<file path="src/rtl/urs_filt_pkg.sv">
package urs_filt_pkg;

   localparam int WINDOW     = 5;
   localparam int WEIGHT_SUM = WINDOW * (WINDOW + 1) / 2;

   localparam int ECHO_W  = 16;
   localparam int SS_W    = 10;
   localparam int RATE_W  = 8;
   localparam int PROD_W  = ECHO_W + SS_W;
   localparam int RANGE_W = PROD_W - 1;
   localparam int DIFF_W  = RANGE_W + 1;
   localparam int RAW_W   = DIFF_W + RATE_W + 1;
   localparam int SPEED_W = 34;

   localparam int CSR_IDX_W  = 2;
   localparam int CSR_DATA_W = SS_W;

   localparam logic [CSR_IDX_W-1:0] REG_SOUND_SPEED = CSR_IDX_W'(0);
   localparam logic [CSR_IDX_W-1:0] REG_SAMPLE_RATE = CSR_IDX_W'(1);

   localparam logic [SS_W-1:0]   SOUND_SPEED_RESET = SS_W'(340);
   localparam logic [RATE_W-1:0] SAMPLE_RATE_RESET = RATE_W'(20);

   localparam int WGT_W  = $clog2(WINDOW + 1);
   localparam int SUM_W  = $clog2(WEIGHT_SUM + 1);
   localparam int IDX_W  = (WINDOW > 1) ? $clog2(WINDOW) : 1;
   localparam int RACC_W = RANGE_W + SUM_W;
   localparam int SACC_W = RAW_W + SUM_W;

   localparam int DIV_BITS  = 4;
   localparam int DIV_STEPS = (SACC_W + DIV_BITS - 1) / DIV_BITS;
   localparam int DIVD_W    = DIV_STEPS * DIV_BITS;
   localparam int REM_W     = SUM_W;
   localparam logic [REM_W:0] DIVISOR = (REM_W + 1)'(WEIGHT_SUM);

   localparam int CNT_MAX = (WINDOW > DIV_STEPS) ? WINDOW : DIV_STEPS;
   localparam int CNT_W   = $clog2(CNT_MAX);

   typedef struct packed {
      logic             load_range;
      logic             calc_diff;
      logic             shift_ring;
      logic             acc_en;
      logic             div_load;
      logic             div_step;
      logic             out_load;
      logic [IDX_W-1:0] idx;
   } urs_cmd_type;

endpackage

</file>
<file path="src/rtl/urs_filt_dp.sv">
module urs_filt_dp (
   input  logic                                      clock,
   input  logic                                      reset,
   input  urs_filt_pkg::urs_cmd_type                 cmd,
   input  logic [urs_filt_pkg::ECHO_W-1:0]           req_echo_time_us,
   input  logic                                      csr_write_en,
   input  logic [urs_filt_pkg::CSR_IDX_W-1:0]        csr_index,
   input  logic [urs_filt_pkg::CSR_DATA_W-1:0]       csr_write_data,
   output logic [urs_filt_pkg::RANGE_W-1:0]          rsp_filtered_range_um,
   output logic signed [urs_filt_pkg::SPEED_W-1:0]   rsp_filtered_speed_ums
);

   localparam int DW = urs_filt_pkg::DIVD_W + urs_filt_pkg::REM_W;

   logic [urs_filt_pkg::SS_W-1:0]   ss_ff;
   logic [urs_filt_pkg::RATE_W-1:0] rate_ff;

   logic [urs_filt_pkg::RANGE_W-1:0]        range_ring_ff [urs_filt_pkg::WINDOW];
   logic signed [urs_filt_pkg::RAW_W-1:0]   speed_ring_ff [urs_filt_pkg::WINDOW];
   logic [urs_filt_pkg::RANGE_W-1:0]        last_ff;

   logic [urs_filt_pkg::PROD_W-1:0]         prod;
   logic [urs_filt_pkg::RANGE_W-1:0]        range_ff;
   logic [urs_filt_pkg::RANGE_W-1:0]        range_in;
   logic signed [urs_filt_pkg::DIFF_W-1:0]  diff_ff;
   logic signed [urs_filt_pkg::DIFF_W-1:0]  diff_in;
   logic signed [urs_filt_pkg::RAW_W-1:0]   diff_ext;
   logic signed [urs_filt_pkg::RAW_W-1:0]   rate_ext;
   logic signed [urs_filt_pkg::RAW_W-1:0]   raw_speed;

   logic [urs_filt_pkg::RACC_W-1:0]         racc_ff;
   logic [urs_filt_pkg::RACC_W-1:0]         racc_in;
   logic signed [urs_filt_pkg::SACC_W-1:0]  sacc_ff;
   logic signed [urs_filt_pkg::SACC_W-1:0]  sacc_in;
   logic [urs_filt_pkg::WGT_W-1:0]          wgt;
   logic signed [urs_filt_pkg::SACC_W-1:0]  stap;
   logic signed [urs_filt_pkg::SACC_W-1:0]  swgt;
   logic [urs_filt_pkg::SACC_W-1:0]         smag;

   logic [DW-1:0]                           rdiv_ff;
   logic [DW-1:0]                           rdiv_in;
   logic [DW-1:0]                           sdiv_ff;
   logic [DW-1:0]                           sdiv_in;
   logic                                    sneg_ff;
   logic [urs_filt_pkg::DIVD_W-1:0]         rq;
   logic [urs_filt_pkg::DIVD_W-1:0]         sq;
   logic [urs_filt_pkg::DIVD_W-1:0]         sres;

   // restoring division by the weight sum, DIV_BITS quotient bits per call
   function automatic logic [DW-1:0] div_iter(input logic [DW-1:0] st);
      logic [urs_filt_pkg::REM_W-1:0]  rem;
      logic [urs_filt_pkg::DIVD_W-1:0] dq;
      logic [urs_filt_pkg::REM_W:0]    t;
      rem = st[DW-1:urs_filt_pkg::DIVD_W];
      dq  = st[urs_filt_pkg::DIVD_W-1:0];
      for (int i = 0; i < urs_filt_pkg::DIV_BITS; i++) begin
         t  = {rem, dq[urs_filt_pkg::DIVD_W-1]};
         dq = {dq[urs_filt_pkg::DIVD_W-2:0], 1'b0};
         if (t >= urs_filt_pkg::DIVISOR) begin
            t     = t - urs_filt_pkg::DIVISOR;
            dq[0] = 1'b1;
         end
         rem = t[urs_filt_pkg::REM_W-1:0];
      end
      return {rem, dq};
   endfunction

   always_comb begin
      prod     = urs_filt_pkg::PROD_W'(req_echo_time_us) * urs_filt_pkg::PROD_W'(ss_ff);
      range_in = prod[urs_filt_pkg::PROD_W-1:1];
      diff_in  = $signed({1'b0, range_ff}) - $signed({1'b0, last_ff});
      diff_ext = urs_filt_pkg::RAW_W'(diff_ff);
      rate_ext = urs_filt_pkg::RAW_W'(rate_ff);
      raw_speed = diff_ext * rate_ext;

      wgt  = urs_filt_pkg::WGT_W'(urs_filt_pkg::WINDOW) - urs_filt_pkg::WGT_W'(cmd.idx);
      stap = urs_filt_pkg::SACC_W'(speed_ring_ff[cmd.idx]);
      swgt = urs_filt_pkg::SACC_W'(wgt);
      racc_in = racc_ff + urs_filt_pkg::RACC_W'(range_ring_ff[cmd.idx])
                        * urs_filt_pkg::RACC_W'(wgt);
      sacc_in = sacc_ff + stap * swgt;

      smag    = sacc_ff[urs_filt_pkg::SACC_W-1] ? urs_filt_pkg::SACC_W'(-sacc_ff)
                                                : urs_filt_pkg::SACC_W'(sacc_ff);
      rdiv_in = div_iter(rdiv_ff);
      sdiv_in = div_iter(sdiv_ff);

      rq   = rdiv_ff[urs_filt_pkg::DIVD_W-1:0];
      sq   = sdiv_ff[urs_filt_pkg::DIVD_W-1:0];
      sres = sneg_ff ? (~sq + urs_filt_pkg::DIVD_W'(1)) : sq;
   end

   // configuration, rings and feedback range
   always_ff @(posedge clock) begin
      if (reset) begin
         ss_ff   <= urs_filt_pkg::SOUND_SPEED_RESET;
         rate_ff <= urs_filt_pkg::SAMPLE_RATE_RESET;
         last_ff <= '0;
         for (int i = 0; i < urs_filt_pkg::WINDOW; i++) begin
            range_ring_ff[i] <= '0;
            speed_ring_ff[i] <= '0;
         end
      end else begin
         if (csr_write_en) begin
            case (csr_index)
               urs_filt_pkg::REG_SOUND_SPEED: ss_ff <= csr_write_data[urs_filt_pkg::SS_W-1:0];
               urs_filt_pkg::REG_SAMPLE_RATE:
                  rate_ff <= csr_write_data[urs_filt_pkg::RATE_W-1:0];
               default: ;
            endcase
         end
         if (cmd.shift_ring) begin
            for (int i = urs_filt_pkg::WINDOW - 1; i > 0; i--) begin
               range_ring_ff[i] <= range_ring_ff[i-1];
               speed_ring_ff[i] <= speed_ring_ff[i-1];
            end
            range_ring_ff[0] <= range_ff;
            speed_ring_ff[0] <= raw_speed;
         end
         if (cmd.out_load) begin
            last_ff <= rq[urs_filt_pkg::RANGE_W-1:0];
         end
      end
   end

   // working registers and result payload
   always_ff @(posedge clock) begin
      if (cmd.load_range) begin
         range_ff <= range_in;
      end
      if (cmd.calc_diff) begin
         diff_ff <= diff_in;
      end
      if (cmd.shift_ring) begin
         racc_ff <= '0;
         sacc_ff <= '0;
      end else if (cmd.acc_en) begin
         racc_ff <= racc_in;
         sacc_ff <= sacc_in;
      end
      if (cmd.div_load) begin
         rdiv_ff <= DW'(racc_ff);
         sdiv_ff <= DW'(smag);
         sneg_ff <= sacc_ff[urs_filt_pkg::SACC_W-1];
      end else if (cmd.div_step) begin
         rdiv_ff <= rdiv_in;
         sdiv_ff <= sdiv_in;
      end
      if (cmd.out_load) begin
         rsp_filtered_range_um  <= rq[urs_filt_pkg::RANGE_W-1:0];
         rsp_filtered_speed_ums <= $signed(sres[urs_filt_pkg::SPEED_W-1:0]);
      end
   end

endmodule

</file>
<file path="src/rtl/urs_filt_ctrl.sv">
module urs_filt_ctrl (
   input  logic                      clock,
   input  logic                      reset,
   input  logic                      req_valid,
   output logic                      req_stall,
   output logic                      rsp_valid,
   input  logic                      rsp_stall,
   output urs_filt_pkg::urs_cmd_type cmd
);

   localparam logic [2:0] ST_IDLE  = 3'd0;
   localparam logic [2:0] ST_DIFF  = 3'd1;
   localparam logic [2:0] ST_SPEED = 3'd2;
   localparam logic [2:0] ST_ACC   = 3'd3;
   localparam logic [2:0] ST_DIVLD = 3'd4;
   localparam logic [2:0] ST_DIV   = 3'd5;
   localparam logic [2:0] ST_OUT   = 3'd6;

   localparam logic [urs_filt_pkg::CNT_W-1:0] ACC_LAST =
      urs_filt_pkg::CNT_W'(urs_filt_pkg::WINDOW - 1);
   localparam logic [urs_filt_pkg::CNT_W-1:0] DIV_LAST =
      urs_filt_pkg::CNT_W'(urs_filt_pkg::DIV_STEPS - 1);

   logic [2:0]                       state_ff;
   logic [2:0]                       state_in;
   logic [urs_filt_pkg::CNT_W-1:0]   cnt_ff;
   logic [urs_filt_pkg::CNT_W-1:0]   cnt_in;
   logic                             rsp_valid_ff;
   logic                             rsp_valid_in;
   logic                             out_free;

   assign req_stall = reset || (state_ff != ST_IDLE);
   assign rsp_valid = rsp_valid_ff;
   assign out_free  = !rsp_valid_ff || !rsp_stall;

   always_comb begin
      state_in     = state_ff;
      cnt_in       = cnt_ff;
      cmd          = '0;
      cmd.idx      = cnt_ff[urs_filt_pkg::IDX_W-1:0];
      rsp_valid_in = rsp_valid_ff && rsp_stall;
      case (state_ff)
         ST_IDLE: begin
            if (req_valid) begin
               cmd.load_range = 1'b1;
               state_in       = ST_DIFF;
            end
         end
         ST_DIFF: begin
            cmd.calc_diff = 1'b1;
            state_in      = ST_SPEED;
         end
         ST_SPEED: begin
            cmd.shift_ring = 1'b1;
            cnt_in         = '0;
            state_in       = ST_ACC;
         end
         ST_ACC: begin
            cmd.acc_en = 1'b1;
            if (cnt_ff == ACC_LAST) begin
               cnt_in   = '0;
               state_in = ST_DIVLD;
            end else begin
               cnt_in = cnt_ff + 1'b1;
            end
         end
         ST_DIVLD: begin
            cmd.div_load = 1'b1;
            cnt_in       = '0;
            state_in     = ST_DIV;
         end
         ST_DIV: begin
            cmd.div_step = 1'b1;
            if (cnt_ff == DIV_LAST) begin
               cnt_in   = '0;
               state_in = ST_OUT;
            end else begin
               cnt_in = cnt_ff + 1'b1;
            end
         end
         ST_OUT: begin
            if (out_free) begin
               cmd.out_load = 1'b1;
               rsp_valid_in = 1'b1;
               state_in     = ST_IDLE;
            end
         end
         default: begin
            state_in = ST_IDLE;
         end
      endcase
   end

   always_ff @(posedge clock) begin
      if (reset) begin
         state_ff     <= ST_IDLE;
         cnt_ff       <= '0;
         rsp_valid_ff <= 1'b0;
      end else begin
         state_ff     <= state_in;
         cnt_ff       <= cnt_in;
         rsp_valid_ff <= rsp_valid_in;
      end
   end

   // an accepted transfer starts the sequence
   a_accept_starts: assert property (@(posedge clock) disable iff (reset)
      (req_valid && !req_stall) |=> (state_ff == ST_DIFF))
      else $error("accepted transfer did not start processing");

   // a new result appears only from the output state
   a_rsp_from_out: assert property (@(posedge clock) disable iff (reset)
      $rose(rsp_valid_ff) |-> ($past(state_ff) == ST_OUT))
      else $error("result valid raised outside output state");

   // a waiting result is never overwritten
   a_no_overwrite: assert property (@(posedge clock) disable iff (reset)
      (rsp_valid_ff && rsp_stall) |=> (rsp_valid_ff && $stable(cnt_ff) || state_ff != ST_IDLE))
      else $error("pending result dropped");

   // tap and step counters stay in range
   a_cnt_range: assert property (@(posedge clock) disable iff (reset)
      ((state_ff == ST_ACC) |-> (cnt_ff <= ACC_LAST)) and
      ((state_ff == ST_DIV) |-> (cnt_ff <= DIV_LAST)))
      else $error("sequence counter out of range");

endmodule

</file>
<file path="src/rtl/ultrasonic_range_speed_filter_top.sv">
// Ultrasonic range and speed filter. Each echo time transfer (microseconds)
// becomes a range in micrometres (echo * sound speed / 2) and a raw speed
// (range minus the previous filtered range, times the sample rate); both are
// smoothed by a linear weighted average over the last WINDOW items, newest
// weight WINDOW down to 1, divided by WINDOW*(WINDOW+1)/2 with truncation
// toward zero. One item is processed at a time: the weighted sum walks the
// window one tap per cycle, and the division by the weight sum retires 4
// quotient bits per cycle over the 39-bit speed sum. A finished result sits
// in the output register, so a new item may be taken while it waits. The
// history starts as zeros after reset and those zeros count in the average
// until WINDOW items have arrived. Register 0 is the sound speed (m/s,
// reset 340), register 1 the sample rate (Hz, reset 20); write them only
// while the block is idle.
module ultrasonic_range_speed_filter_top (
   input  logic                                      clock,
   input  logic                                      reset,
   input  logic                                      req_valid,
   output logic                                      req_stall,
   input  logic [urs_filt_pkg::ECHO_W-1:0]           req_echo_time_us,
   output logic                                      rsp_valid,
   input  logic                                      rsp_stall,
   output logic [urs_filt_pkg::RANGE_W-1:0]          rsp_filtered_range_um,
   output logic signed [urs_filt_pkg::SPEED_W-1:0]   rsp_filtered_speed_ums,
   input  logic                                      csr_write_en,
   input  logic [urs_filt_pkg::CSR_IDX_W-1:0]        csr_index,
   input  logic [urs_filt_pkg::CSR_DATA_W-1:0]       csr_write_data
);

   urs_filt_pkg::urs_cmd_type cmd;

   urs_filt_ctrl u_ctrl (
      .clock     (clock),
      .reset     (reset),
      .req_valid (req_valid),
      .req_stall (req_stall),
      .rsp_valid (rsp_valid),
      .rsp_stall (rsp_stall),
      .cmd       (cmd)
   );

   urs_filt_dp u_dp (
      .clock                  (clock),
      .reset                  (reset),
      .cmd                    (cmd),
      .req_echo_time_us       (req_echo_time_us),
      .csr_write_en           (csr_write_en),
      .csr_index              (csr_index),
      .csr_write_data         (csr_write_data),
      .rsp_filtered_range_um  (rsp_filtered_range_um),
      .rsp_filtered_speed_ums (rsp_filtered_speed_ums)
   );

endmodule

</file>
<file path="config.mk">
export PLATFORM = sky130hd
export DESIGN_NAME = ultrasonic_range_speed_filter_top
export DESIGN_NICKNAME = d
export VERILOG_FILES = /design/src/rtl/urs_filt_pkg.sv /design/src/rtl/urs_filt_dp.sv /design/src/rtl/urs_filt_ctrl.sv /design/src/rtl/ultrasonic_range_speed_filter_top.sv
export SDC_FILE = /design/constraint.sdc
export NUM_CORES = 2
export LEC_CHECK = 0
export ABC_AREA = 1
export BUFFER_PORTS_ARGS = -buffer_cell sky130_fd_sc_hd__buf_2
export CORE_AREA = 2 2 427 387
export CTS_CLUSTER_DIAMETER = 40
export DETAILED_ROUTE_END_ITERATION = 8
export DIE_AREA = 0 0 429 389
export SYNTH_ARGS = -nofsm -noshare
export SYNTH_HDL_FRONTEND = slang
export SYNTH_SLANG_ARGS = --single-unit
</file>
<file path="constraint.sdc">
create_clock -name clock -period 11.6 [get_ports clock]
set_clock_uncertainty 0.15 [all_clocks]
set_input_delay 0 -clock clock [delete_from_list [all_inputs] [get_ports clock]]
set_output_delay 0 -clock clock [all_outputs]
set_load 0.05 [all_outputs]
</file>
==> results.txt <==
- The number of antenna violations at the first check in global routing is 0.
* Number of placed I/O pins: 94
- Required time of the worst setup path: 12,020 ps
* Final-report setup violation count: 0
- Setup repair after global routing left no endpoint under its margin.
* Reg2Reg Capture Point: u_dp.sacc_ff[38]$_SDFFE_PP0P_
- The die covers 167,000 sq um.
* Drt initial violations: 2,735
* Routed wire length: 117,000 um
- For this run, the leading register cell type out of synthesis is edfxtp_1.
- Count of mapped cells out of synthesis: 5,769
* Portion of synthesized cell area occupied by the leading cell type: 29.6%
- Result of the run: complete, no violations
- The count of final hold-check violations came to 0.
- Setup total negative slack on the finished layout was measured at 0 ps.
- The H-tree was split into 3 levels.
- In the final design database the tool counted 6,491 nets.
* DPL Wire Length: 87,400 um
- Crit end category: flip-flop
* Worst setup path category: flip-flop to flip-flop
- Floorplan Core Area: 163,000 sq um
- Worst-Margin Slew: 1100 ps
- Hold path start: rsp_stall
- Commonest cells post-synth: inv_1 (1,316), nand2_1 (879), nor2_1 (605)
* Via count of the first global-routing pass: 36,550
* Number of clock buffers inserted by TritonCTS: 86
- Vias after detailed routing: 36,540
- In the final layout, the share of cells above drive strength 1 is 6.42%.
- The synthesized design contains 479 enable-type register cells.
- # resized after CTS: 0
* Width of the chip: 429 um
- Number of storage elements in the synthesis netlist: 621
- STA puts the critical path data arrival time at 6850 ps.
- The floorplan has 141 rows.
- The first global-routing pass estimated 194,000 um of wire.
- The path with the worst hold slack has its endpoint at u_ctrl.rsp_valid$_SDFF_PP0_.
* Avg Synthesized Cell Area: 8.41 sq um
- Fraction of registers with async set or reset after synthesis: 0%
* # clock sinks: 621
- In the routed design, unresolved DRC markers number 0.
* Post-CTS Repair Setup Buffers: 0
* Number of cells on the worst hold path: 4
- The synthesized netlist contains 63 unique library cells.
- Sequential-to-total area share from yosys stat: 35.5%
- Cell type contributing the most total cell area after synthesis: edfxtp_1
- Total nets after synthesis: 6,474
* Critical path startpoint category: flip-flop
- Final cycle utilization of the critical path: 55.4%
- The tightest min-delay check is of the primary input to flip-flop type.
- The smallest clock period supported by the final layout is computed as 6430 ps.
- Clock-pin slew was measured on the worst setup and hold paths at 60 ps.
- Count of pins over their slew limit: 0
* Clk_lat worst skew: 690 ps
- The worst register-to-register path has a setup slack of 5170 ps.
- In this run the worst path has a maximum fanout of 102.
* Maximum number of pins on one net before global-route repair: 170
- Fill cells in the final layout number 16,732.
- Achievable clock frequency: 0.156 GHz
- The Yosys step of the flow raised 0 warnings.
* Area contributors post-synth: edfxtp_1 (30%), fa_1 (16%), inv_1 (10%)
- Remaining max-slew budget at the tightest pin: 26.6%
- Antenna Cells: 0
- The first detailed-routing pass ran for 5 iterations.
- At the end of routability-driven placement, the weighted congestion stood at 0.878.
- Across the run, the number of max-cap violations was 0.
- Combined area of all synthesized cells: 48,500 sq um
- Total routing resource utilization after global routing: 14.2%
- Layout-stage area growth over the synthesis result: 12.4%
* Antenna Violating Nets Remaining: 0
- Via density: 4.57
- Starting density of the core: 29.8%
- Root Buffer Master: clkbuf_16
- The die is 389 um tall.
- Max Root-Sink Buffers: 3
* Aggregate global routing overflow: 0
- Detailed-route wire length per cell: 14.7 um
- Most used standard cell by instance count after synthesis: inv_1
* I/O Buffers: 93
- The number of cells on the worst reg-to-reg path is 24.
* CTS tree: built
[worst max-delay path by stage]
stage,endpoint,cells past startpoint,start
after floorplan,u_dp.range_ring_ff[0][0]$_SDFFCE_PN0P_,7,u_ctrl.state_ff[2]$_SDFFE_PP0P_
after global placement,u_dp.sacc_ff[35]$_SDFFE_PP0P_,28,flip-flop
after detailed placement,u_dp.sacc_ff[38]$_SDFFE_PP0P_,24,flip-flop
after CTS,u_dp.sacc_ff[38]$_SDFFE_PP0P_,24,flip-flop
after global routing,u_dp.sacc_ff[35]$_SDFFE_PP0P_,28,flip-flop
final,u_dp.sacc_ff[38]$_SDFFE_PP0P_,24,flip-flop
[layer usage]
| layer | wire (um) | GRT usage, % | up-vias |
|---|---|---|---|
| li1 | - | - | 18066 |
| met1 | 56800 | 20.1 | 17556 |
| met2 | 52500 | 22.6 | 773 |
| met3 | 5540 | 2.04 | 145 |
| met4 | 2620 | 3.69 | 0 |
| met5 | 0 | 0 | - |
[kinds of logic (layout without fill, tap and decap cells)]
kind of cell    count (synthesis)  count (layout)  synth area share [%]
compound gates                975             975                  10.9
flops                         621             621                  35.5
xor+xnor                      174             174                  3.18
buf+inv                      1574            1664                  12.2
simple gates                 1753            1753                  14.8
fa+ha+maj                     672             672                  23.4
[cells in the final DEF (no fill, tap or decap), types with 47 or more instances in the layout]
| cell type | count |
|---|---|
| fa_1 | 393 |
| nand2_1 | 875 |
| nor2_1 | 601 |
| dfxtp_1 | 140 |
| edfxtp_1 | 479 |
| buf_2 | 93 |
| xnor2_1 | 56 |
| nand3_1 | 126 |
| dlygate4sd3_1 | 47 |
| a21oi_1 | 355 |
| inv_1 | 1312 |
| clkbuf_16 | 88 |
| o21ai_0 | 423 |
| xor2_1 | 117 |
| ha_1 | 279 |
[stage by stage]
step           hold WS (ps)  area (sq um)  std cells  setup slack (ps)  utilization (%)
6_report               81.6         54500       8004              5170             33.5
3_5_place_dp           67.8         51100       7796              5150             31.4
4_1_cts                6.62         54500       8004              5120             33.5
5_1_grt                91.8         54500       8004              4420             33.5
3_3_place_gp           50.4         51100       7796              5220             31.4
2_1_floorplan         -80.9         48500       5769              3040                -
[worst max-delay path, stage by stage, from the launching register on]
cell and delay [ps]:
dfxtp_4 540, inv_2 360, buf_4 770, a21oi_1 140, o21ai_0 120, nand3_1 100, o21ai_0 170, nor2_1 80
ha_1 340, fa_1 530, inv_1 50, fa_1 520, inv_1 40, ha_1 340, nand2_1 130, nor4_1 680
a21o_1 290, nand3_1 110, nand2_1 100, a21oi_1 100, o21bai_1 170, or2_2 130, nand3_1 50, o211ai_1 90
inv_1 50
[state kept, by name, summed over array words and instances (netlist names), named ones only]
signal and flops:
u_dp.range_ff 25, u_dp.last_ff 25, u_dp.sacc_ff 39, u_dp.rsp_filtered_range_um 25, u_ctrl.cnt_ff 4, u_dp.speed_ring_ff 175, u_dp.range_ring_ff 125, u_dp.diff_ff 26
u_dp.rsp_filtered_speed_ums 34, u_dp.rdiv_ff 44, u_dp.rate_ff 8, u_ctrl.state_ff 3, u_dp.racc_ff 29, u_dp.sdiv_ff 44, u_dp.ss_ff 10, u_ctrl.rsp_valid 1
u_dp.sneg_ff 1
[area by class of cell]
type                       instances  area, sq um  area share [%]
timing repair buffer             173         1210            2.22
clock inverter                    54          687            1.26
multi-input combinational       3574        25400            46.6
sequential                       621        17200            31.6
inverter                        1330         5000            9.17
clock buffer                     107         2320            4.26
tap                             2145         2680            4.92
[timing repair]
item	CTS	global route
hold endpoints to repair	146	0
setup endpoints to repair	0	0
hold buffers	47	0
Power is left out: the tool's default activity adds up to more than one toggle a clock period on the data nets, which glitch-free logic cannot reach.
